--- src/rtl/csll_pkg.sv ---
// ----------------------------------------------------------------------------
// Charging schedule limit lookup package
// Shared constants and types for the schedule limit lookup block.
// ----------------------------------------------------------------------------
package csll_pkg;

   localparam int MaxPeriodsDefault = 32;
   localparam int CsrIdxWidth       = 3;
   localparam int CsrDataWidth      = 32;
   localparam int StartWidth        = 31;
   localparam int LimitWidth        = 24;
   localparam int TimeWidth         = 32;
   localparam int ReqDataWidth      = 128;
   localparam int RspDataWidth      = 64;

   localparam logic [TimeWidth-1:0] TimeNever   = 32'hFFFF_FFFF;
   localparam logic [TimeWidth-1:0] DaySeconds  = 32'd86400;
   localparam logic [TimeWidth-1:0] WeekSeconds = 32'd604800;

   // Floor of 2**32 divided by the day and week lengths.
   localparam logic [15:0] DayRecip  = 16'd49710;
   localparam logic [15:0] WeekRecip = 16'd7101;

   localparam logic [1:0] CmdClear  = 2'd0;
   localparam logic [1:0] CmdInsert = 2'd1;
   localparam logic [1:0] CmdQuery  = 2'd2;

   localparam logic [1:0] StatusOk      = 2'd0;
   localparam logic [1:0] StatusNoLimit = 2'd1;
   localparam logic [1:0] StatusFull    = 2'd2;

   localparam logic [1:0] KindAbsolute  = 2'd0;
   localparam logic [1:0] KindRecurring = 2'd1;
   localparam logic [1:0] KindRelative  = 2'd2;
   localparam logic [1:0] RecurWeekly   = 2'd1;

   localparam logic [CsrIdxWidth-1:0] RegProfileKind    = 3'd0;
   localparam logic [CsrIdxWidth-1:0] RegRecurrence     = 3'd1;
   localparam logic [CsrIdxWidth-1:0] RegScheduleStart  = 3'd2;
   localparam logic [CsrIdxWidth-1:0] RegScheduleLength = 3'd3;
   localparam logic [CsrIdxWidth-1:0] RegMinRate        = 3'd4;
   localparam logic [CsrIdxWidth-1:0] RegValidFrom      = 3'd5;
   localparam logic [CsrIdxWidth-1:0] RegValidTo        = 3'd6;

   typedef struct packed {
      logic [1:0]            profile_kind;
      logic [1:0]            recurrence;
      logic [TimeWidth-1:0]  schedule_start;
      logic signed [31:0]    schedule_length;
      logic signed [24:0]    min_rate;
      logic [TimeWidth-1:0]  valid_from;
      logic [TimeWidth-1:0]  valid_to;
   } cfg_type;

   // Controller to datapath commands.
   typedef struct packed {
      logic load;      // capture a new transaction
      logic clear;     // empty the table
      logic ins_step;  // one shift step of an insert
      logic ins_write; // place the new period
      logic q_prep;    // evaluate window and basis
      logic mod_step;  // one step of the remainder unit
      logic q_base;    // form basis after the modulo
      logic q_scan;    // compare one entry
      logic q_final;   // form the result
   } cmd_type;

   // Datapath to controller status.
   typedef struct packed {
      logic [1:0] cmd;
      logic       full;
      logic       ins_done;
      logic       prep_done;  // query result already known
      logic       need_mod;
      logic       mod_done;
      logic       scan_done;
   } stat_type;

endpackage

--- src/rtl/csll_csr.sv ---
// ----------------------------------------------------------------------------
// Charging schedule limit lookup register file
// Holds the profile configuration written through the plain write port.
// ----------------------------------------------------------------------------
module csll_csr (
   input  logic                                clock,
   input  logic                                reset,
   input  logic                                csr_we,
   input  logic [csll_pkg::CsrIdxWidth-1:0]    csr_index,
   input  logic [csll_pkg::CsrDataWidth-1:0]   csr_wdata,
   output csll_pkg::cfg_type                   cfg
);

   csll_pkg::cfg_type cfg_ff;

   assign cfg = cfg_ff;

   always_ff @(posedge clock) begin
      if (reset) begin
         cfg_ff.profile_kind    <= 2'd0;
         cfg_ff.recurrence      <= 2'd2;
         cfg_ff.schedule_start  <= '0;
         cfg_ff.schedule_length <= -32'sd1;
         cfg_ff.min_rate        <= -25'sd1;
         cfg_ff.valid_from      <= '0;
         cfg_ff.valid_to        <= '0;
      end else if (csr_we) begin
         unique case (csr_index)
            csll_pkg::RegProfileKind:    cfg_ff.profile_kind    <= csr_wdata[1:0];
            csll_pkg::RegRecurrence:     cfg_ff.recurrence      <= csr_wdata[1:0];
            csll_pkg::RegScheduleStart:  cfg_ff.schedule_start  <= csr_wdata;
            csll_pkg::RegScheduleLength: cfg_ff.schedule_length <= csr_wdata;
            csll_pkg::RegMinRate:        cfg_ff.min_rate        <= csr_wdata[24:0];
            csll_pkg::RegValidFrom:      cfg_ff.valid_from      <= csr_wdata;
            csll_pkg::RegValidTo:        cfg_ff.valid_to        <= csr_wdata;
            default: ;
         endcase
      end
   end

endmodule

--- config.mk ---
export PLATFORM = sky130hd
export DESIGN_NAME = csll_csr
export DESIGN_NICKNAME = d
export VERILOG_FILES = /design/src/rtl/csll_pkg.sv /design/src/rtl/csll_csr.sv
export SDC_FILE = /design/constraint.sdc
export NUM_CORES = 1
export LEC_CHECK = 0
export BUFFER_PORTS_ARGS = -buffer_cell sky130_fd_sc_hd__buf_2
export CAP_MARGIN = 30
export CORE_UTILIZATION = 45
export CTS_CLUSTER_DIAMETER = 120
export CTS_CLUSTER_SIZE = 16
export DETAILED_ROUTE_END_ITERATION = 7
export PLACE_DENSITY = 0.72
export SETUP_SLACK_MARGIN = 0.2
export SYNTH_ARGS = -nofsm -noshare
export SYNTH_HDL_FRONTEND = slang
export SYNTH_SLANG_ARGS = --single-unit
--- constraint.sdc ---
create_clock -name clock -period 2.3 [get_ports clock]
set_clock_uncertainty 0.05 [all_clocks]
set_input_delay 0.115 -clock clock [delete_from_list [all_inputs] [get_ports clock]]
set_output_delay 0.115 -clock clock [all_outputs]
set_load 0.005 [all_outputs]
* After elaboration in Yosys (flattened, before gate mapping)
Cells that the tools add are included.
W data, S select, Z words.
** Storage, ports and cells
- Register bits after elaboration :: 157
- Bits in read-only memories :: 0
- Word-level logic and storage cells :: 21
- RAM bits :: 0
- Memories :: 0
- Output and inout port bits :: 157
- Latch bits :: 0
** Operators by class
- $lt $le $gt $ge :: 0
- Bitwise operators :: 0
- Mux-type cells :: 0
- Eq/ne operators :: 6
- Divide/modulo/power cells :: 0
- Shift-type cells :: 0
- Reduce and logical (&&, ||, !) cells :: 8
- Add/sub/neg operators :: 0
- Multipliers :: 0
** Operator list (number)
- $reduce_and A2 Y1 :: 7
- $eq A3 B3 Y1 const B :: 3
- $eq A3 B2 Y1 const B :: 2
- $eq A3 B1 Y1 const B :: 1
- $logic_not A3 Y1 :: 1

* Logic depth before layout (Yosys ltp)
- Word-level depth :: 2
- Gate-level depth with buffers :: 5
- Gate-level depth less buffers :: 2

* Least setup slack after synthesis
No wires, ideal clock.
- Kind :: in2reg
- From :: in csr_index[2] (netlist bit)
- To :: reg cfg_ff (netlist bit cfg[90])
- Arrival :: 0.986 ns
- Cell stages on the path :: 5
- Setup time :: 0.072 ns
- Setup slack :: 1.193 ns
- Path through :: buf_2 and4b_1 buf_2 buf_4 mux2i_1
** On the way
- Longest elaborated chain between the ends :: 2
** RTL lines
- from (decl) :: line csll_csr.sv:9 : input logic [csll_pkg::CsrIdxWidth-1:0] csr_index,
- $eq A3 B2 Y1 :: line csll_csr.sv:28 : unique case (csr_index)
- $reduce_and A2 Y1 (no line)
- to (decl) :: line csll_csr.sv:14 : csll_pkg::cfg_type cfg_ff;
Every way passes these cells.
A chain may end at the register's enable or synchronous reset.

* Final worst setup path
- From :: in csr_index[2] (netlist bit)
- To :: reg cfg_ff (netlist bit cfg[141])
The elaborated chain is that of the path after synthesis.

==> impl_metrics.env <==
export IMPL_seq_area_frac_synth=0.5085
export IMPL_slew_viol_final=0
export IMPL_r2r_start="cfg[141]"
export IMPL_hold_path_end="cfg[156]"
export IMPL_rows=42
export IMPL_cts_tree="done"
export IMPL_diodes=0
export IMPL_place_congestion=0.8075
export IMPL_postSynthAreaPerCell_um2=10.53
export IMPL_clk_pin_slew_ns=0.06
export IMPL_timing_final_crit_share=0.5355
export IMPL_nets=834
export IMPL_fin_crit_ns=1.232
export IMPL_clk_latency_ns=0.41
export IMPL_cts_sinks=157
export IMPL_core_um2=13300
export IMPL_synth_adder_area_share=0
export IMPL_io_pins=195
export IMPL_slew_headroom=0.3995
export IMPL_syn_nets=625
export IMPL_area_growth_pct=31.76
export IMPL_io_buffers=194
export IMPL_start_util=0.4649
export IMPL_ir_worst_vdd_mv=0.4272
export IMPL_setup_viol=0
export IMPL_leakagePower_nw=3.919
export IMPL_max_cap_violations=0
export IMPL_ys_top_cells_by_count="dfxtp_1 (157), mux2i_1 (157), nand2b_1 (131), nor2_1 (90), clkbuf_1 (19)"
export IMPL_worst_pin_slew_ns=0.8956
export IMPL_root_buffer="clkbuf_16"
export IMPL_power_frac_comb=0.073
export IMPL_r2r_slack_ns=1.58
export IMPL_yosysWarningCount=0
export IMPL_viasPerCell=4.853
export IMPL_synthFlopType="dfxtp_1"
export IMPL_die_y_um=119.2
export IMPL_antenna_found_initial=0
export IMPL_synth_top_area_share=0.5085
export IMPL_path_max_fanout=12
export IMPL_hold_buffers=32
export IMPL_finalPower_mw=5.899
export IMPL_cp_start_kind="input pin"
export IMPL_htreeDepth=4
export IMPL_hold_violations=0
export IMPL_wire_per_inst_um=15.41
export IMPL_reg2reg_to="cfg[141]"
export IMPL_synthCells=587
export IMPL_synth_compound_area_frac=0
export IMPL_synth_top_family_by_area="multiplexers"
export IMPL_cts_buffer_depth=2
export IMPL_ys_types=12
export IMPL_critical_path_class="input pin to flop"
export IMPL_pwr_share_clk=0.450
export IMPL_numCtsBuffers=17
export IMPL_synth_simple_area_share=0.2026
export IMPL_grt_usage=0.2156
export IMPL_grt_ovfl_total=0
export IMPL_fp_dieW_um=119.2
export IMPL_switching_share=0.2159
export IMPL_synth_edf_count=0
export IMPL_grt_pass1_wl_mm=23.79
export IMPL_fin_util=0.6126
export IMPL_power_internal_mw=4.625
export IMPL_cts_resized_gates=0
export IMPL_status="completed"
export IMPL_drt_antenna_violating_nets=0
export IMPL_grt_max_degree=137
export IMPL_worstPathArrival_ns=1.49
export IMPL_synthMuxAreaShare=0.2543
export IMPL_drc_errors=0
export IMPL_setup_worst_path_end_class="flop"
export IMPL_wirelength_mm=15.18
export IMPL_drt_pass1_iter_count=4
export IMPL_r2r_cells=2
export IMPL_syn_area_um2=6181
export IMPL_cp_required_ns=2.56
export IMPL_dieArea_um2=14210
export IMPL_largest_reg_flops=157
export IMPL_fin_hold_ws_ns=0.1201
export IMPL_postCtsSetupBuffers=0
export IMPL_vias=4780
export IMPL_yosys_area_top_type="dfxtp_1"
export IMPL_p_sw_mw=1.273
export IMPL_synth_area_leaders="dfxtp_1 (51%), mux2i_1 (25%), nand2b_1 (13%)"
export IMPL_synth_xor_area_frac=0
export IMPL_hp_class="input pin to flop"
export IMPL_min_path_cells=3
export IMPL_grt_pass1_vias=4708
export IMPL_pwr_share_seq=0.477
export IMPL_setup_tns_ns=0
export IMPL_drt_iter0_markers=320
export IMPL_synth_seq_cells=157
export IMPL_max_freq_mhz=811.9
export IMPL_min_from="csr_index[0]"
export IMPL_grt_setup_unrepaired="no"
export IMPL_drive_gt1_frac=0.2880
export IMPL_async_flop_share=0
export IMPL_dpl_hpwl_mm=10.36
export IMPL_power_density_nw_per_um2=724.3
-- metrics by stage --
step	setup slack, ns	area, um2	cells
after global placement	0.6692	7257	921
after global routing	0.9778	8144	985
after CTS	1.085	8144	985
final	1.068	8144	985
after detailed placement	0.6683	7257	921
after floorplan	1.193	6181	587
-- cells in the final DEF, fill, tap and decap left out, drive strengths merged --
cell type,n
bufinv,1
nand4b,2
clkinvlp,1
and4b,2
or4b,1
buf,201
nor2,90
and4bb,2
clkbuf,26
dlygate4sd3,32
mux2i,157
dfxtp,157
nand4bb,2
nand2b,131
clkinv,4
-- metal layers --
layer,wire [um],GRT usage,vias to the layer above
li1,-,-,2353
met1,6673,0.2648,2263
met2,7399,0.3532,141
met3,837,0.05651,23
met4,270,0.09652,0
met5,0,0,-
-- final cells by class --
| cell class | count | area, um2 |
|---|---|---|
| fillers | 1085 | 5151 |
| clock buffers | 26 | 509.2 |
| repair buffers | 233 | 1384 |
| multi-input cells | 387 | 2830 |
| flip-flops and latches | 157 | 3143 |
| well taps | 176 | 220.2 |
| clock inverters | 6 | 57.56 |
-- logic make-up (layout without fill, tap and decap cells) --
group	Yosys count	in the layout
simple gates	230	230
mux	157	157
flops	157	157
buf+inv	43	265
-- power by group through the flow --
stage / clock (mW) / sequential [mW] / combinational, mW
after floorplan: 0 / 2.88 / 0.229
after global placement: 0 / 2.87 / 0.380
after detailed placement: 0 / 2.87 / 0.389
after CTS: 2.71 / 2.81 / 0.434
after global routing: 2.82 / 2.82 / 0.469
final: 2.65 / 2.81 / 0.432
-- how the worst max path moves through the flow --
stage,from,end,cells after the start
floorplan,csr_index[2],cfg[90],5
global placement,csr_index[1],cfg[73],4
detailed placement,csr_index[1],cfg[81],4
CTS,csr_index[2],cfg[141],3
global route,csr_index[2],cfg[141],3
finish,csr_index[2],cfg[141],3
-- worst max-delay path, cell delays in order --
cell,delay (ns)
buf_2,0.15
nand4bb_1,0.80
mux2i_1,0.42
No activity file was read; power rests on OpenSTA's default activity.
