===== config.mk =====
export PLATFORM = sky130hd
export DESIGN_NAME = csll_ctrl
export DESIGN_NICKNAME = d
export VERILOG_FILES = /design/src/rtl/csll_pkg.sv /design/src/rtl/csll_ctrl.sv
export SDC_FILE = /design/constraint.sdc
export NUM_CORES = 1
export LEC_CHECK = 0
export ABC_AREA = 0
export ABC_CLOCK_PERIOD_IN_PS = 3600
export BUFFER_PORTS_ARGS = -buffer_cell sky130_fd_sc_hd__buf_4
export CAP_MARGIN = 15
export CORE_MARGIN = 3
export CORE_UTILIZATION = 39
export CTS_BUF_LIST = sky130_fd_sc_hd__clkbuf_16
export CTS_CLUSTER_DIAMETER = 200
export DETAILED_ROUTE_END_ITERATION = 6
export HOLD_SLACK_MARGIN = 0.03
export PLACE_DENSITY = 0.67
export SLEW_MARGIN = 5
export SYNTH_ARGS = -nofsm -noshare
export SYNTH_HDL_FRONTEND = slang
export SYNTH_SLANG_ARGS = --single-unit
export TNS_END_PERCENT = 5

===== constraint.sdc =====
create_clock -name clock -period 3.6 [get_ports clock]
set_input_delay 0.36 -clock clock [delete_from_list [all_inputs] [get_ports clock]]
set_output_delay 0.36 -clock clock [all_outputs]
set_load 0.01 [all_outputs]

===== src/rtl/csll_pkg.sv =====
// ----------------------------------------------------------------------------
// Charging schedule limit lookup package
// Shared constants and types for the schedule limit lookup block.
// ----------------------------------------------------------------------------
package csll_pkg;

   localparam int MaxPeriodsDefault = 32;
   localparam int CsrIdxWidth       = 3;
   localparam int CsrDataWidth      = 32;
   localparam int StartWidth        = 31;
   localparam int LimitWidth        = 24;
   localparam int TimeWidth         = 32;
   localparam int ReqDataWidth      = 128;
   localparam int RspDataWidth      = 64;

   localparam logic [TimeWidth-1:0] TimeNever   = 32'hFFFF_FFFF;
   localparam logic [TimeWidth-1:0] DaySeconds  = 32'd86400;
   localparam logic [TimeWidth-1:0] WeekSeconds = 32'd604800;

   // Floor of 2**32 divided by the day and week lengths.
   localparam logic [15:0] DayRecip  = 16'd49710;
   localparam logic [15:0] WeekRecip = 16'd7101;

   localparam logic [1:0] CmdClear  = 2'd0;
   localparam logic [1:0] CmdInsert = 2'd1;
   localparam logic [1:0] CmdQuery  = 2'd2;

   localparam logic [1:0] StatusOk      = 2'd0;
   localparam logic [1:0] StatusNoLimit = 2'd1;
   localparam logic [1:0] StatusFull    = 2'd2;

   localparam logic [1:0] KindAbsolute  = 2'd0;
   localparam logic [1:0] KindRecurring = 2'd1;
   localparam logic [1:0] KindRelative  = 2'd2;
   localparam logic [1:0] RecurWeekly   = 2'd1;

   localparam logic [CsrIdxWidth-1:0] RegProfileKind    = 3'd0;
   localparam logic [CsrIdxWidth-1:0] RegRecurrence     = 3'd1;
   localparam logic [CsrIdxWidth-1:0] RegScheduleStart  = 3'd2;
   localparam logic [CsrIdxWidth-1:0] RegScheduleLength = 3'd3;
   localparam logic [CsrIdxWidth-1:0] RegMinRate        = 3'd4;
   localparam logic [CsrIdxWidth-1:0] RegValidFrom      = 3'd5;
   localparam logic [CsrIdxWidth-1:0] RegValidTo        = 3'd6;

   typedef struct packed {
      logic [1:0]            profile_kind;
      logic [1:0]            recurrence;
      logic [TimeWidth-1:0]  schedule_start;
      logic signed [31:0]    schedule_length;
      logic signed [24:0]    min_rate;
      logic [TimeWidth-1:0]  valid_from;
      logic [TimeWidth-1:0]  valid_to;
   } cfg_type;

   // Controller to datapath commands.
   typedef struct packed {
      logic load;      // capture a new transaction
      logic clear;     // empty the table
      logic ins_step;  // one shift step of an insert
      logic ins_write; // place the new period
      logic q_prep;    // evaluate window and basis
      logic mod_step;  // one step of the remainder unit
      logic q_base;    // form basis after the modulo
      logic q_scan;    // compare one entry
      logic q_final;   // form the result
   } cmd_type;

   // Datapath to controller status.
   typedef struct packed {
      logic [1:0] cmd;
      logic       full;
      logic       ins_done;
      logic       prep_done;  // query result already known
      logic       need_mod;
      logic       mod_done;
      logic       scan_done;
   } stat_type;

endpackage


===== src/rtl/csll_ctrl.sv =====
// ----------------------------------------------------------------------------
// Charging schedule limit lookup controller
// Sequences clears, inserts and queries through the datapath.
// ----------------------------------------------------------------------------
module csll_ctrl (
   input  logic               clock,
   input  logic               reset,
   input  logic               in_valid,
   output logic               in_ready,
   output logic               out_valid,
   input  logic               out_ready,
   input  csll_pkg::stat_type stat,
   output csll_pkg::cmd_type  cmd
);

   typedef enum logic [3:0] {
      StIdle, StDecode, StInsert, StPrep, StCheck, StMod, StBase, StScan, StFinal, StOut
   } state_type;

   state_type state_ff, state_in;
   logic      out_valid_ff, out_valid_in;

   assign in_ready  = (state_ff == StIdle);
   assign out_valid = out_valid_ff;

   always_comb begin
      state_in     = state_ff;
      out_valid_in = out_valid_ff;
      cmd          = '0;
      unique case (state_ff)
         StIdle: begin
            if (in_valid) begin
               cmd.load = 1'b1;
               state_in = StDecode;
            end
         end
         StDecode: begin
            if (stat.cmd == csll_pkg::CmdClear) begin
               cmd.clear = 1'b1;
               state_in  = StFinal;
            end else if (stat.cmd == csll_pkg::CmdInsert) begin
               state_in = stat.full ? StFinal : StInsert;
            end else if (stat.cmd == csll_pkg::CmdQuery) begin
               state_in = StPrep;
            end else begin
               state_in = StFinal;
            end
         end
         StInsert: begin
            if (stat.ins_done) begin
               cmd.ins_write = 1'b1;
               state_in      = StFinal;
            end else begin
               cmd.ins_step = 1'b1;
            end
         end
         StPrep: begin
            cmd.q_prep = 1'b1;
            state_in   = StCheck;
         end
         StCheck: begin
            if (stat.prep_done)     state_in = StFinal;
            else if (stat.need_mod) state_in = StMod;
            else                    state_in = StBase;
         end
         StMod: begin
            cmd.mod_step = 1'b1;
            if (stat.mod_done) state_in = StBase;
         end
         StBase: begin
            cmd.q_base = 1'b1;
            state_in   = StScan;
         end
         StScan: begin
            if (stat.scan_done) state_in = StFinal;
            else                cmd.q_scan = 1'b1;
         end
         StFinal: begin
            cmd.q_final  = 1'b1;
            out_valid_in = 1'b1;
            state_in     = StOut;
         end
         StOut: begin
            if (out_ready) begin
               out_valid_in = 1'b0;
               state_in     = StIdle;
            end
         end
         default: state_in = StIdle;
      endcase
   end

   always_ff @(posedge clock) begin
      if (reset) begin
         state_ff     <= StIdle;
         out_valid_ff <= 1'b0;
      end else begin
         state_ff     <= state_in;
         out_valid_ff <= out_valid_in;
      end
   end

endmodule


* Word level (Yosys, flattened, before mapping)
Index checks and enable logic that the tools add are counted.
Widths: inputs -> output; s select.
** Word-level totals
- Flip-flop bits (word level) :: 5
- Input port bits :: 12
- Memory bits (writable) :: 0
- ROM bits :: 0
- Bits in latches :: 0
- Word-level logic and storage cells :: 50
- Memories kept :: 0
** Cells by class
- Equality and inequality tests :: 16
- Shift operators :: 0
- Bitwise logic cells :: 0
- Muxes and demuxes :: 27
- Add/subtract/negate cells :: 0
- $mul :: 0
- Reduce and logical (&&, ||, !) cells :: 5
- Divide/modulo/power cells :: 0
- Magnitude comparators :: 0
** Operators by type and width (number)
- $mux 4 :: 10
- $pmux 4 s10 :: 1
- $eq 4x3->1 const B :: 4
- $mux 1 :: 13
- $ne 2x2->1 const B :: 5
- $eq 4x2->1 const B :: 2
- $eq 4x4->1 const B :: 2
- $reduce_and 5->1 :: 1
- $eq 4x1->1 const B :: 1
- $logic_not 4->1 :: 1
- $mux 2 :: 2
- $eq 2x1->1 const B :: 1
- $eq 2x2->1 const B :: 1
- $logic_not 2->1 :: 1
- $pmux 1 s2 :: 1
- $reduce_and 2->1 :: 1
- $reduce_bool 2->1 :: 1

* Depth between registers and ports, before layout
Gate-level depths: netlist of run 1.
- Depth in word-level cells :: 5
- Depth in mapped cells :: 6

* Worst setup path after synthesis of run 1
No wires, ideal clock.
- Kind :: reg-to-output
- Start :: register state_ff[0]
- End :: output cmd[8] (netlist bit)
- Buffers on the path :: 1
- Arrival time :: 1.398 ns
- Stages on the path, launching flop included :: 4
- Data required time :: 3.240 ns
- Path slack :: 1.842 ns
- Path through :: dfxtp_1 -> dlygate4sd1_1 -> nor4_1 -> and2_1
** RTL lines
- from (decl) :: line csll_ctrl.sv:20 : state_type state_ff, state_in;
- from (signal assigned) :: line csll_ctrl.sv:95 : state_ff <= StIdle;
- from (signal assigned) :: line csll_ctrl.sv:98 : state_ff <= state_in;
- to (decl) :: line csll_ctrl.sv:13 : output csll_pkg::cmd_type cmd

==> results_tabular.tex, run 1 <==
\begin{tabular}{lr}
\hline
Metric & Value \\
\hline
\multicolumn{2}{l}{\textbf{Status}} \\
\quad Run status & completed \\
\multicolumn{2}{l}{\textbf{Setup path}} \\
\quad Startpoint kind of the worst setup timing path & flip-flop \\
\quad Req. time, crit path & 3240 ps \\
\quad CP endpoint kind & output pin \\
\quad Worst EP arrival & 1640 ps \\
\quad Destination of the worst register-to-register timing path & state\_ff[2] \\
\quad Setup slack of the most critical reg-to-reg path & 1770 ps \\
\quad Start of the worst register-to-register path & state\_ff[2] \\
\quad Launch point of the critical path & state\_ff[0] \\
\quad Worst Reg-to-Reg Cells & 4 \\
\quad Highest net fanout along the worst path & 16 \\
\quad Critical setup path kind & flip-flop to output pin \\
\multicolumn{2}{l}{\textbf{Yosys}} \\
\quad Async set or reset register ratio after synthesis & 0\% \\
\quad Synthesis warning total & 0 \\
\quad Number of enable-type register cells in the synthesized netlist & 0 \\
\quad Leading cell types by total area after synthesis & sky130\_fd\_sc\_hd\_\_dfxtp\_1 20\%, sky130\_fd\_sc\_hd\_\_a21oi\_1 5.9\%, sky130\_fd\_sc\_hd\_\_nor2\_1 4.4\%, sky130\_fd\_sc\_hd\_\_nor3\_1 3.9\%, sky130\_fd\_sc\_hd\_\_o211a\_1 3.9\% \\
\quad Post-synthesis cell area & 509.2 um\^{}2 \\
\quad Post-synthesis sequential area ratio & 19.66\% \\
\quad Most numerous cell types in the synthesized netlist & 6 x sky130\_fd\_sc\_hd\_\_a21oi\_1, 6 x sky130\_fd\_sc\_hd\_\_nor2\_1, 5 x sky130\_fd\_sc\_hd\_\_dfxtp\_1, 4 x sky130\_fd\_sc\_hd\_\_nand2\_1, 4 x sky130\_fd\_sc\_hd\_\_nor3\_1 \\
\quad Total nets after synthesis & 82 \\
\quad Post-synthesis register bit count & 5 \\
\quad Top FF cell, synth & sky130\_fd\_sc\_hd\_\_dfxtp\_1 \\
\quad Yosys cell types & 36 \\
\quad Library cell with the largest summed area after synthesis & sky130\_fd\_sc\_hd\_\_dfxtp\_1 \\
\quad Average size of a mapped cell & 7.275 um\^{}2 \\
\quad Share of Yosys cell area claimed by the top area cell type & 19.66\% \\
\quad Cell count after synthesis & 70 \\
\multicolumn{2}{l}{\textbf{Timing}} \\
\quad Final-report max-slew violation count & 0 \\
\quad Final critical delay including setup and external delays & 1999 ps \\
\quad Maximum clock rate & 500.2 MHz \\
\quad Transition time at the pin with the least slew margin & 640.4 ps \\
\quad Final period utilization & 55.53\% \\
\quad Aggregate negative setup slack & 0 ps \\
\quad Setup repair after global routing missed its margin & no \\
\quad Worst hold margin & 315.8 ps \\
\quad Clock Skew & 0.4135 ps \\
\quad Tightest slew margin relative to the limit & 57.25\% \\
\quad Total setup violations reported at the end of the flow & 0 \\
\quad Hold violation count in the final report & 0 \\
\multicolumn{2}{l}{\textbf{CTS}} \\
\quad CTS Hold Bufs & 0 \\
\quad Number of buffers added by the clock tree synthesis step & 3 \\
\quad Clk pin slew, worst setup/hold paths & 30 ps \\
\quad CTS tree & done \\
\quad Skew-Pair Late Insertion Delay & 230 ps \\
\quad Resized Gates After CTS & 0 \\
\quad Cell at the root of the clock tree & sky130\_fd\_sc\_hd\_\_clkbuf\_16 \\
\quad CTS max path bufs & 2 \\
\quad Clock Sinks & 5 \\
\quad Number of post-CTS setup repair buffers & 0 \\
\quad Deepest level of the CTS H-tree & 1 \\
\multicolumn{2}{l}{\textbf{Layout}} \\
\quad Share of post-route cells with drive strength above 1 & 30.77\% \\
\quad Post-layout nets & 104 \\
\quad Number of fillers in the final layout & 115 \\
\quad Post-Layout Cell Count & 105 \\
\quad Number of inserted diodes & 0 \\
\quad Area growth, synth to finish & 46.19\% \\
\multicolumn{2}{l}{\textbf{Drt}} \\
\quad Iter 0 DRT Violations & 7 \\
\quad Post-DR vias/cell & 5.533 \\
\quad Total Wirelength & 1404 um \\
\quad Average wire per cell in the routed design & 13.37 um \\
\quad Remaining design rule violation count & 0 \\
\quad Number of nets with antenna violations after routing & 0 \\
\quad Number of detailed-routing iterations run before antenna repair & 2 \\
\quad Via count & 581 \\
\multicolumn{2}{l}{\textbf{Floorplanning}} \\
\quad Number of core rows & 12 \\
\quad Die Span X & 42.14 um \\
\quad Initial Utilization & 43.48\% \\
\quad Die outline height & 42.14 um \\
\quad Core region area & 1171 um\^{}2 \\
\quad Number of top-level pins & 23 \\
\quad Die Footprint & 1775 um\^{}2 \\
\multicolumn{2}{l}{\textbf{Hold path}} \\
\quad Startpoint of the lowest-slack hold path & reset \\
\quad Worst hold path endpoint & state\_ff[2] \\
\quad Path type of the worst min-delay path & input port to flip-flop \\
\quad Hold Path Cell Cnt & 2 \\
\multicolumn{2}{l}{\textbf{Placement}} \\
\quad Detailed-placement wirelength estimate & 987.9 um \\
\quad Placed Instances & 101 \\
\quad Port Buffer Count & 22 \\
\quad Routability congestion estimate from global placement & 0.7822 \\
\multicolumn{2}{l}{\textbf{Global routing}} \\
\quad Vias in the first global route & 524 \\
\quad Global-route wire length before repair & 2366 um \\
\quad Maximum number of pins on one net before global-route repair & 25 \\
\quad Initial antenna violation count & 0 \\
\quad GRT Util Overall & 17.27\% \\
\quad Global route total overflow & 0 \\
\multicolumn{2}{l}{\textbf{Power}} \\
\quad Peak supply drop & 0.0003356 V \\
\quad Cell area power density & 442.2 nW/um\^{}2 \\
\quad Leakage power of the design & 0.3311 nW \\
\quad Final total power & 0.0003292 W \\
\multicolumn{2}{l}{\textbf{Job}} \\
\quad Number of max-cap violations & 0 \\
\hline
\end{tabular}
## layout by cell type (no fill, tap or decap), types with 3 or more instances in the layout
master                      count
sky130_fd_sc_hd__inv_1          3
sky130_fd_sc_hd__buf_4         22
sky130_fd_sc_hd__nor2_1         6
sky130_fd_sc_hd__nor4_1         3
sky130_fd_sc_hd__clkbuf_16      3
sky130_fd_sc_hd__a21oi_1        6
sky130_fd_sc_hd__nor3_1         4
sky130_fd_sc_hd__nand2_1        4
sky130_fd_sc_hd__dfxtp_1        5
## area by class of cell
type / count / area [um^2] / share of cell area, %
clock buffer: 3 / 75.07 / 10.08
clock inverter: 1 / 3.754 / 0.5042
inverter: 2 / 7.507 / 1.008
multi-input combinational: 58 / 375.4 / 50.42
sequential: 5 / 100.1 / 13.45
tap: 14 / 17.52 / 2.353
timing repair buffer: 22 / 165.2 / 22.18
## power by group
| group | internal (W) | switching [W] | total (W) |
|---|---|---|---|
| clock network | 0.000144 | 0.0000358 | 0.000180 |
| registers | 0.0000608 | 0.0000133 | 0.0000742 |
| logic | 0.0000413 | 0.0000343 | 0.0000755 |
| total | 0.000246 | 0.0000834 | 0.000329 |
## through the flow
stage	setup slack [ps]	utilization [%]	cell area, um^2
2_1_floorplan	1842	-	509.2
3_3_place_gp	1810	56.84	665.6
3_5_place_dp	1793	56.84	665.6
4_1_cts	1600	63.57	744.5
5_1_grt	1499	63.57	744.5
6_report	1601	63.57	744.5
## flip-flops by register name (all words and copies together) (netlist names)
name       cells
out_valid      1
state_ff       4
## layer usage
metal	global-route usage, %	share of wire, %
met4	11.18	2.0
met3	3.863	6.2
met2	27.47	47
met5	0	0
met1	20.61	45
## cell families after synthesis
kind of cell	count (synthesis)	share of synthesized area, %
AO/OA/AOI/OAI	18	23.84
buffers and inverters	7	6.633
flip-flops	5	19.66
multiplexers	1	1.966
AND/OR/NAND/NOR	39	47.91
## worst max-delay path, cell delays in order (launching register included)
cell and delay, ps:
sky130_fd_sc_hd__dfxtp_1 580, sky130_fd_sc_hd__or2b_1 350, sky130_fd_sc_hd__nor4b_1 310, sky130_fd_sc_hd__buf_4 170
## worst max path at each step
stage | endpoint | depth (start not counted)
2_1_floorplan | cmd[8] | 3
3_3_place_gp | state_ff[2] | 4
3_5_place_dp | state_ff[2] | 4
4_1_cts | cmd[7] | 3
5_1_grt | cmd[7] | 3
6_report | cmd[7] | 3
No activity file was read; power rests on OpenSTA's default activity.
==> run 2: changes to the inputs <==
Settings changed: ABC_CLOCK_PERIOD_IN_PS 3600 to 1900.
Clock period 3.6 ns to 1.9 ns, I/O delays scaled along.
==> run 2 against run 1 <==
Sequential share of layout area shrank 0.52 points. Sequential power grew 77%. Via count is 5.7% higher. Combinational power up 110%. Global-route usage fell by 0.85 points. Power up 94%. Non-clock buffer count is 4 higher. Largest power group unchanged.
==> results_tabular.tex, run 2 (synthesis gave the netlist of run 1 again) <==
\begin{tabular}{lr}
\hline
Metric & Value \\
\hline
\multicolumn{2}{l}{\textbf{Status}} \\
\quad Run status & completed \\
\multicolumn{2}{l}{\textbf{Layout}} \\
\quad Register name with the most flops & state\_ff \\
\quad Share of post-route cells with drive strength above 1 & 33.68\% (+2.9 points) \\
\quad Final instance area & 774.5 um\^{}2 (+4.0\%) \\
\quad Most frequent standard cell in the layout excluding fill and tap cells & sky130\_fd\_sc\_hd\_\_buf\_4 \\
\quad Post-layout nets & 108 (+3.8\%) \\
\quad Number of flip-flops in the largest register & 4 (unchanged) \\
\quad Number of inserted diodes & 0 (unchanged) \\
\quad Number of fillers in the final layout & 109 (-5.2\%) \\
\quad Area growth, synth to finish & 52.09\% \\
\quad Most used cells in the layout excluding fill and tap cells & 26 x sky130\_fd\_sc\_hd\_\_buf\_4, 6 x sky130\_fd\_sc\_hd\_\_nor2\_1, 6 x sky130\_fd\_sc\_hd\_\_a21oi\_1, 5 x sky130\_fd\_sc\_hd\_\_dfxtp\_1 \\
\quad Post-Layout Cell Count & 109 (+3.8\%) \\
\multicolumn{2}{l}{\textbf{Power}} \\
\quad Cell area power density & 822.6 nW/um\^{}2 (+86\%) \\
\quad Cell internal pwr & 0.0004723 W (+92\%) \\
\quad Part of the total power dissipated in the clock network & 54.1\% (-0.4 points) \\
\quad Peak supply drop & 0.0006366 V (+90\%) \\
\quad Switching Power & 0.0001648 W (+98\%) \\
\quad Proportion of power drawn by combinational gates & 25.3\% (+2.4 points) \\
\quad Portion of total power attributed to sequential cells & 20.5\% (-2.0 points) \\
\quad Leakage power of the design & 0.3525 nW (+6.5\%) \\
\quad Net switching share of the total power & 25.87\% (+0.54 points) \\
\multicolumn{2}{l}{\textbf{Timing}} \\
\quad Final period utilization & 87.76\% \\
\quad Worst hold margin & 150.2 ps (-165.6 ps) \\
\quad Transition time at the pin with the least slew margin & 410.2 ps (-230.2 ps) \\
\quad Clock Skew & 0.6900 ps (+0.2764 ps) \\
\quad Final worst setup slack & 232.6 ps (-1368 ps) \\
\quad Aggregate negative setup slack & 0 ps (unchanged) \\
\quad Tightest slew margin relative to the limit & 72.31\% (+15 points) \\
\quad Hold violation count in the final report & 0 (unchanged) \\
\quad Final critical delay including setup and external delays & 1667 ps \\
\quad Final-report max-slew violation count & 0 (unchanged) \\
\quad Setup repair after global routing missed its margin & no \\
\quad Maximum clock rate & 599.7 MHz \\
\quad Total setup violations reported at the end of the flow & 0 (unchanged) \\
\multicolumn{2}{l}{\textbf{CTS}} \\
\quad Number of buffers added by the clock tree synthesis step & 3 (unchanged) \\
\quad Clock Sinks & 5 (unchanged) \\
\quad Number of post-CTS setup repair buffers & 0 (unchanged) \\
\quad Resized Gates After CTS & 0 (unchanged) \\
\quad Deepest level of the CTS H-tree & 1 (unchanged) \\
\quad Cell at the root of the clock tree & sky130\_fd\_sc\_hd\_\_clkbuf\_16 \\
\quad CTS max path bufs & 2 (unchanged) \\
\quad CTS Hold Bufs & 0 (unchanged) \\
\quad Skew-Pair Late Insertion Delay & 230 ps (about the same) \\
\quad Clk pin slew, worst setup/hold paths & 30 ps (about the same) \\
\quad CTS tree & done \\
\multicolumn{2}{l}{\textbf{Floorplanning}} \\
\quad Die Span X & 42.14 um (unchanged) \\
\quad Number of core rows & 12 (unchanged) \\
\quad Initial Utilization & 43.48\% (unchanged) \\
\quad Die Footprint & 1775 um\^{}2 (unchanged) \\
\quad Die outline height & 42.14 um (unchanged) \\
\quad Number of top-level pins & 23 (unchanged) \\
\quad Core region area & 1171 um\^{}2 (unchanged) \\
\multicolumn{2}{l}{\textbf{Setup path}} \\
\quad CP Buf/Inv Count & 1 (unchanged) \\
\quad Series of cell instances along the critical path & or2b\_1 > nor4b\_1 > buf\_4 \\
\quad Slowest cell on the critical path & sky130\_fd\_sc\_hd\_\_dfxtp\_1 \\
\quad Critical setup path kind & flip-flop to output pin \\
\quad Slowest cell delay on critical path & 400 ps (-180 ps) \\
\quad Worst EP arrival & 1480 ps (-160 ps) \\
\quad Startpoint kind of the worst setup timing path & flip-flop \\
\quad CP endpoint kind & output pin \\
\quad Largest delay share family, worst path & simple AND/OR/NAND/NOR gates \\
\quad Highest net fanout along the worst path & 13 (-3) \\
\quad Req. time, crit path & 1710 ps (-1530 ps) \\
\multicolumn{2}{l}{\textbf{Drt}} \\
\quad Number of nets with antenna violations after routing & 0 (unchanged) \\
\quad Via count & 614 (+5.7\%) \\
\quad Total Wirelength & 1448 um (+3.1\%) \\
\quad Number of detailed-routing iterations run before antenna repair & 4 (+2) \\
\quad Iter 0 DRT Violations & 23 (+16) \\
\quad Post-DR vias/cell & 5.633 (+1.8\%) \\
\quad Average wire per cell in the routed design & 13.28 um (-0.65\%) \\
\quad Remaining design rule violation count & 0 (unchanged) \\
\multicolumn{2}{l}{\textbf{Job}} \\
\quad Number of max-cap violations & 0 (unchanged) \\
\multicolumn{2}{l}{\textbf{Placement}} \\
\quad Routability congestion estimate from global placement & 0.7750 (-0.92\%) \\
\quad Port Buffer Count & 22 (unchanged) \\
\quad Placement Setup Slack & 268.0 ps (-1525 ps) \\
\quad Detailed-placement wirelength estimate & 1037 um (+5.0\%) \\
\quad Dpl cell area & 695.7 um\^{}2 (+4.5\%) \\
\quad Placed Instances & 105 (+4.0\%) \\
\multicolumn{2}{l}{\textbf{Global routing}} \\
\quad Global-route wire length before repair & 2290 um (-3.2\%) \\
\quad Global route total overflow & 0 (unchanged) \\
\quad GRT Util Overall & 16.42\% (-0.85 points) \\
\quad Initial antenna violation count & 0 (unchanged) \\
\quad Vias in the first global route & 503 (-4.0\%) \\
\quad Maximum number of pins on one net before global-route repair & 14 (-44\%) \\
\multicolumn{2}{l}{\textbf{Hold path}} \\
\quad Path type of the worst min-delay path & input port to flip-flop \\
\hline
\end{tabular}
==> run 2: changes by cell type in the layout (fill, tap and decap cells not counted) <==
cell,before,now
sky130_fd_sc_hd__buf_4,22,26
==> run 2: layout make-up <==
cell class | count | area [um^2] | share of cell area, %
Tap cell | 14 | 17.52 | 2.262
Multi-Input combinational cell | 58 | 375.4 | 48.47
Timing Repair Buffer | 26 | 195.2 | 25.20
Clock buffer | 3 | 75.07 | 9.693
Sequential cell | 5 | 100.1 | 12.92
Clock inverter | 1 | 3.754 | 0.4847
Inverter | 2 | 7.507 | 0.9693
==> run 2: path summary, 6_finish.rpt <==
path                               endpoint   startpoint  depth (start not counted)  slack, ps
worst min register to register    out_valid    out_valid                          2        500
worst min-delay path            state_ff[2]        reset                          2        150
worst max-delay path                 cmd[7]  state_ff[1]                          3        230
worst max register to register  state_ff[2]  state_ff[3]                          4        260
==> run 2: power groups by stage <==
stage	clock [W]	sequential, W	combinational (W)
4_1_cts	0.000350	0.000131	0.000161
3_5_place_dp	0	0.000132	0.000160
3_3_place_gp	0	0.000132	0.000158
6_report	0.000345	0.000131	0.000161
2_1_floorplan	0	0.000124	0.000101
5_1_grt	0.000358	0.000133	0.000175
==> run 2: stage by stage <==
| stage | util, % | total power [W] |
|---|---|---|
| final | 66.13 | 0.0006371 |
| after global routing | 66.13 | 0.0006661 |
| after CTS | 66.13 | 0.0006417 |
| after detailed placement | 59.40 | 0.0002916 |
| after global placement | 59.40 | 0.0002904 |
| after floorplan | - | 0.0002255 |
==> run 2: routing by layer <==
| metal | up-vias | track usage, % | part of all wire, % |
|---|---|---|---|
| met2 | 21 | 25.00 | 45 |
| met5 | - | 0 | 0 |
| li1 | 317 | - | - |
| met3 | 3 | 1.288 | 5.8 |
| met1 | 273 | 23.27 | 48 |
| met4 | 0 | 7.453 | 1.5 |
==> run 2: worst register-to-register path: cells and delay by family, from the launching register on <==
kind            cells  cell delay (ps)
compound gates      2              340
simple gates        1              540
flops               1              500
buf+inv             1              200
==> run 3: changes to the inputs <==
Settings changed: CORE_MARGIN 3 to unset, MAX_ROUTING_LAYER set to met4, PLACE_DENSITY 0.67 to 0.68.
==> run 3 against run 2 <==
Via count fell by 1.1%. Clock skew rose by 1.3 ps. Critical path depth did not move. Power fell by 0.70%. First-iteration DRC count fell by 70%. Utilization fell by 0.44 points. Hold slack got worse by 4.4 ps. Final cell count fell by 1.8%. Clock-buffer cell count did not move. Die area fell by 18%. Design area fell by 1.9%. Critical path type unchanged. Critical endpoint unchanged. Largest power group unchanged.
==> results_tabular.tex, run 3 (synthesis gave the netlist of run 1 again) <==
\begin{tabular}{lr}
\hline
Metric & Value \\
\hline
\multicolumn{2}{l}{\textbf{Timing}} \\
\quad Setup repair after global routing missed its margin & no \\
\quad Clock Skew & 1.993 ps (+1.303 ps) \\
\quad Transition time at the pin with the least slew margin & 516.5 ps (+106.3 ps) \\
\quad Maximum clock rate & 585.8 MHz (-2.3\%) \\
\quad Final-report max-slew violation count & 0 (unchanged) \\
\quad Final critical delay including setup and external delays & 1707 ps (+39.62 ps) \\
\quad Aggregate negative setup slack & 0 ps (unchanged) \\
\quad Total setup violations reported at the end of the flow & 0 (unchanged) \\
\quad Final period utilization & 89.84\% (+2.1 points) \\
\quad Worst hold margin & 145.8 ps (-4.395 ps) \\
\quad Tightest slew margin relative to the limit & 65.52\% (-6.8 points) \\
\quad Hold violation count in the final report & 0 (unchanged) \\
\multicolumn{2}{l}{\textbf{CTS}} \\
\quad Clock Sinks & 5 (unchanged) \\
\quad CTS tree & done \\
\quad Number of buffers added by the clock tree synthesis step & 3 (unchanged) \\
\quad Clk pin slew, worst setup/hold paths & 30 ps (about the same) \\
\quad Cell at the root of the clock tree & sky130\_fd\_sc\_hd\_\_clkbuf\_16 \\
\quad CTS Hold Bufs & 0 (unchanged) \\
\quad Number of post-CTS setup repair buffers & 0 (unchanged) \\
\quad Deepest level of the CTS H-tree & 1 (unchanged) \\
\quad Resized Gates After CTS & 0 (unchanged) \\
\quad Skew-Pair Late Insertion Delay & 230 ps (about the same) \\
\quad CTS max path bufs & 2 (unchanged) \\
\multicolumn{2}{l}{\textbf{Setup path}} \\
\quad Series of cell instances along the critical path & or2b\_1 > nor4b\_1 > buf\_4 \\
\quad Req. time, crit path & 1710 ps (about the same) \\
\quad CP Buf/Inv Count & 1 (unchanged) \\
\quad Slowest cell delay on critical path & 460 ps (+60 ps) \\
\quad Largest delay share family, worst path & simple AND/OR/NAND/NOR gates \\
\quad Slowest cell on the critical path & sky130\_fd\_sc\_hd\_\_dfxtp\_1 \\
\quad Worst EP arrival & 1520 ps (+40 ps) \\
\quad CP endpoint kind & output pin \\
\quad Highest net fanout along the worst path & 17 (+4) \\
\quad Startpoint kind of the worst setup timing path & flip-flop \\
\quad Critical setup path kind & flip-flop to output pin \\
\multicolumn{2}{l}{\textbf{Floorplanning}} \\
\quad Number of top-level pins & 23 (unchanged) \\
\quad Number of core rows & 12 (unchanged) \\
\quad Initial Utilization & 44.05\% (+0.56 points) \\
\quad Core region area & 1156 um\^{}2 (-1.3\%) \\
\quad Die Span X & 38.14 um (-9.5\%) \\
\quad Die Footprint & 1454 um\^{}2 (-18\%) \\
\quad Die outline height & 38.14 um (-9.5\%) \\
\multicolumn{2}{l}{\textbf{Drt}} \\
\quad Iter 0 DRT Violations & 7 (-70\%) \\
\quad Average wire per cell in the routed design & 13.30 um (+0.11\%) \\
\quad Post-DR vias/cell & 5.673 (+0.71\%) \\
\quad Number of nets with antenna violations after routing & 0 (unchanged) \\
\quad Remaining design rule violation count & 0 (unchanged) \\
\quad Via count & 607 (-1.1\%) \\
\quad Number of detailed-routing iterations run before antenna repair & 4 (unchanged) \\
\quad Total Wirelength & 1423 um (-1.7\%) \\
\multicolumn{2}{l}{\textbf{Placement}} \\
\quad Detailed-placement wirelength estimate & 1011 um (-2.5\%) \\
\quad Port Buffer Count & 22 (unchanged) \\
\quad Routability congestion estimate from global placement & 0.7733 (-0.22\%) \\
\multicolumn{2}{l}{\textbf{Layout}} \\
\quad Area growth, synth to finish & 49.14\% \\
\quad Most used cells in the layout excluding fill and tap cells & 24 x sky130\_fd\_sc\_hd\_\_buf\_4, 6 x sky130\_fd\_sc\_hd\_\_nor2\_1, 6 x sky130\_fd\_sc\_hd\_\_a21oi\_1, 5 x sky130\_fd\_sc\_hd\_\_dfxtp\_1 \\
\quad Number of inserted diodes & 0 (unchanged) \\
\quad Most frequent standard cell in the layout excluding fill and tap cells & sky130\_fd\_sc\_hd\_\_buf\_4 \\
\quad Number of flip-flops in the largest register & 4 (unchanged) \\
\quad Post-layout nets & 106 (-1.9\%) \\
\quad Register name with the most flops & state\_ff \\
\quad Share of post-route cells with drive strength above 1 & 32.26\% (-1.4 points) \\
\multicolumn{2}{l}{\textbf{Global routing}} \\
\quad Maximum number of pins on one net before global-route repair & 18 (+4) \\
\quad GRT Util Overall & 23.16\% (+6.7 points) \\
\quad Global route total overflow & 0 (unchanged) \\
\quad Global-route wire length before repair & 2214 um (-3.3\%) \\
\quad Vias in the first global route & 505 (+0.40\%) \\
\quad Initial antenna violation count & 0 (unchanged) \\
\multicolumn{2}{l}{\textbf{Hold path}} \\
\quad Path type of the worst min-delay path & input port to flip-flop \\
\multicolumn{2}{l}{\textbf{Job}} \\
\quad Number of max-cap violations & 0 (unchanged) \\
\multicolumn{2}{l}{\textbf{Status}} \\
\quad Run status & completed \\
\multicolumn{2}{l}{\textbf{Power}} \\
\quad Peak supply drop & 0.0009076 V (+43\%) \\
\quad Cell area power density & 833.0 nW/um\^{}2 (+1.3\%) \\
\quad Leakage power of the design & 0.3416 nW (-3.1\%) \\
\hline
\end{tabular}
-- run 3: cell types whose count changed in the layout (fill, tap and decap cells not counted), sizes merged --
cell  previous run  this run
buf             26        24
-- run 3: power breakdown --
group          switching (W)  leakage, nW  total, W  internal [W]
Combinational      0.0000723        0.259  0.000155     0.0000826
Clock              0.0000704       0.0423  0.000343      0.000273
Sequential         0.0000195       0.0408  0.000135      0.000115
-- run 3: worst register-to-register path, stage by stage (launching register included) --
cell                      delay, ps
sky130_fd_sc_hd__dfxtp_1        630
sky130_fd_sc_hd__or2b_1         270
sky130_fd_sc_hd__a21oi_2         80
sky130_fd_sc_hd__or4_1          500
sky130_fd_sc_hd__a21oi_1        150
-- run 3: final cells by class --
cell class	instances	area, um^2
inverter	2	7.507
timing repair buffer	24	180.2
clock buffer	3	75.07
clock inverter	1	3.754
sequential	5	100.1
multi-input combinational	58	375.4
fill	109	396.6
tap	14	17.52
-- run 3: per-stage QoR --
step | worst slack (ps) | area [um^2] | utilization [%] | std cells | total power (W)
finish | 193.0 | 759.5 | 65.69 | 107 | 0.0006326
global route | 77.42 | 759.5 | 65.69 | 107 | 0.0006741
CTS | 209.6 | 759.5 | 65.69 | 107 | 0.0006390
detailed placement | 270.0 | 680.7 | 58.87 | 103 | 0.0002900
global placement | 312.5 | 680.7 | 58.87 | 103 | 0.0002882
floorplan | 312.4 | 509.2 | - | 70 | 0.0002255
-- run 3: final timing paths --
| path | from | to | slack [ps] | cells after the start |
|---|---|---|---|---|
| min | reset | out_valid | 150 | 2 |
| min reg2reg | out_valid | out_valid | 490 | 2 |
| max | state_ff[1] | cmd[7] | 190 | 3 |
| max reg2reg | state_ff[1] | state_ff[2] | 200 | 4 |
-- run 3: per-layer routing --
layer  GRT usage (%)  up-vias  part of all wire (%)
met3           3.488        2                   4.4
met2           35.17       16                    46
met4           13.39        0                   1.4
met1           28.98      271                    48
met5               -        -                     0
li1                -      318                     -
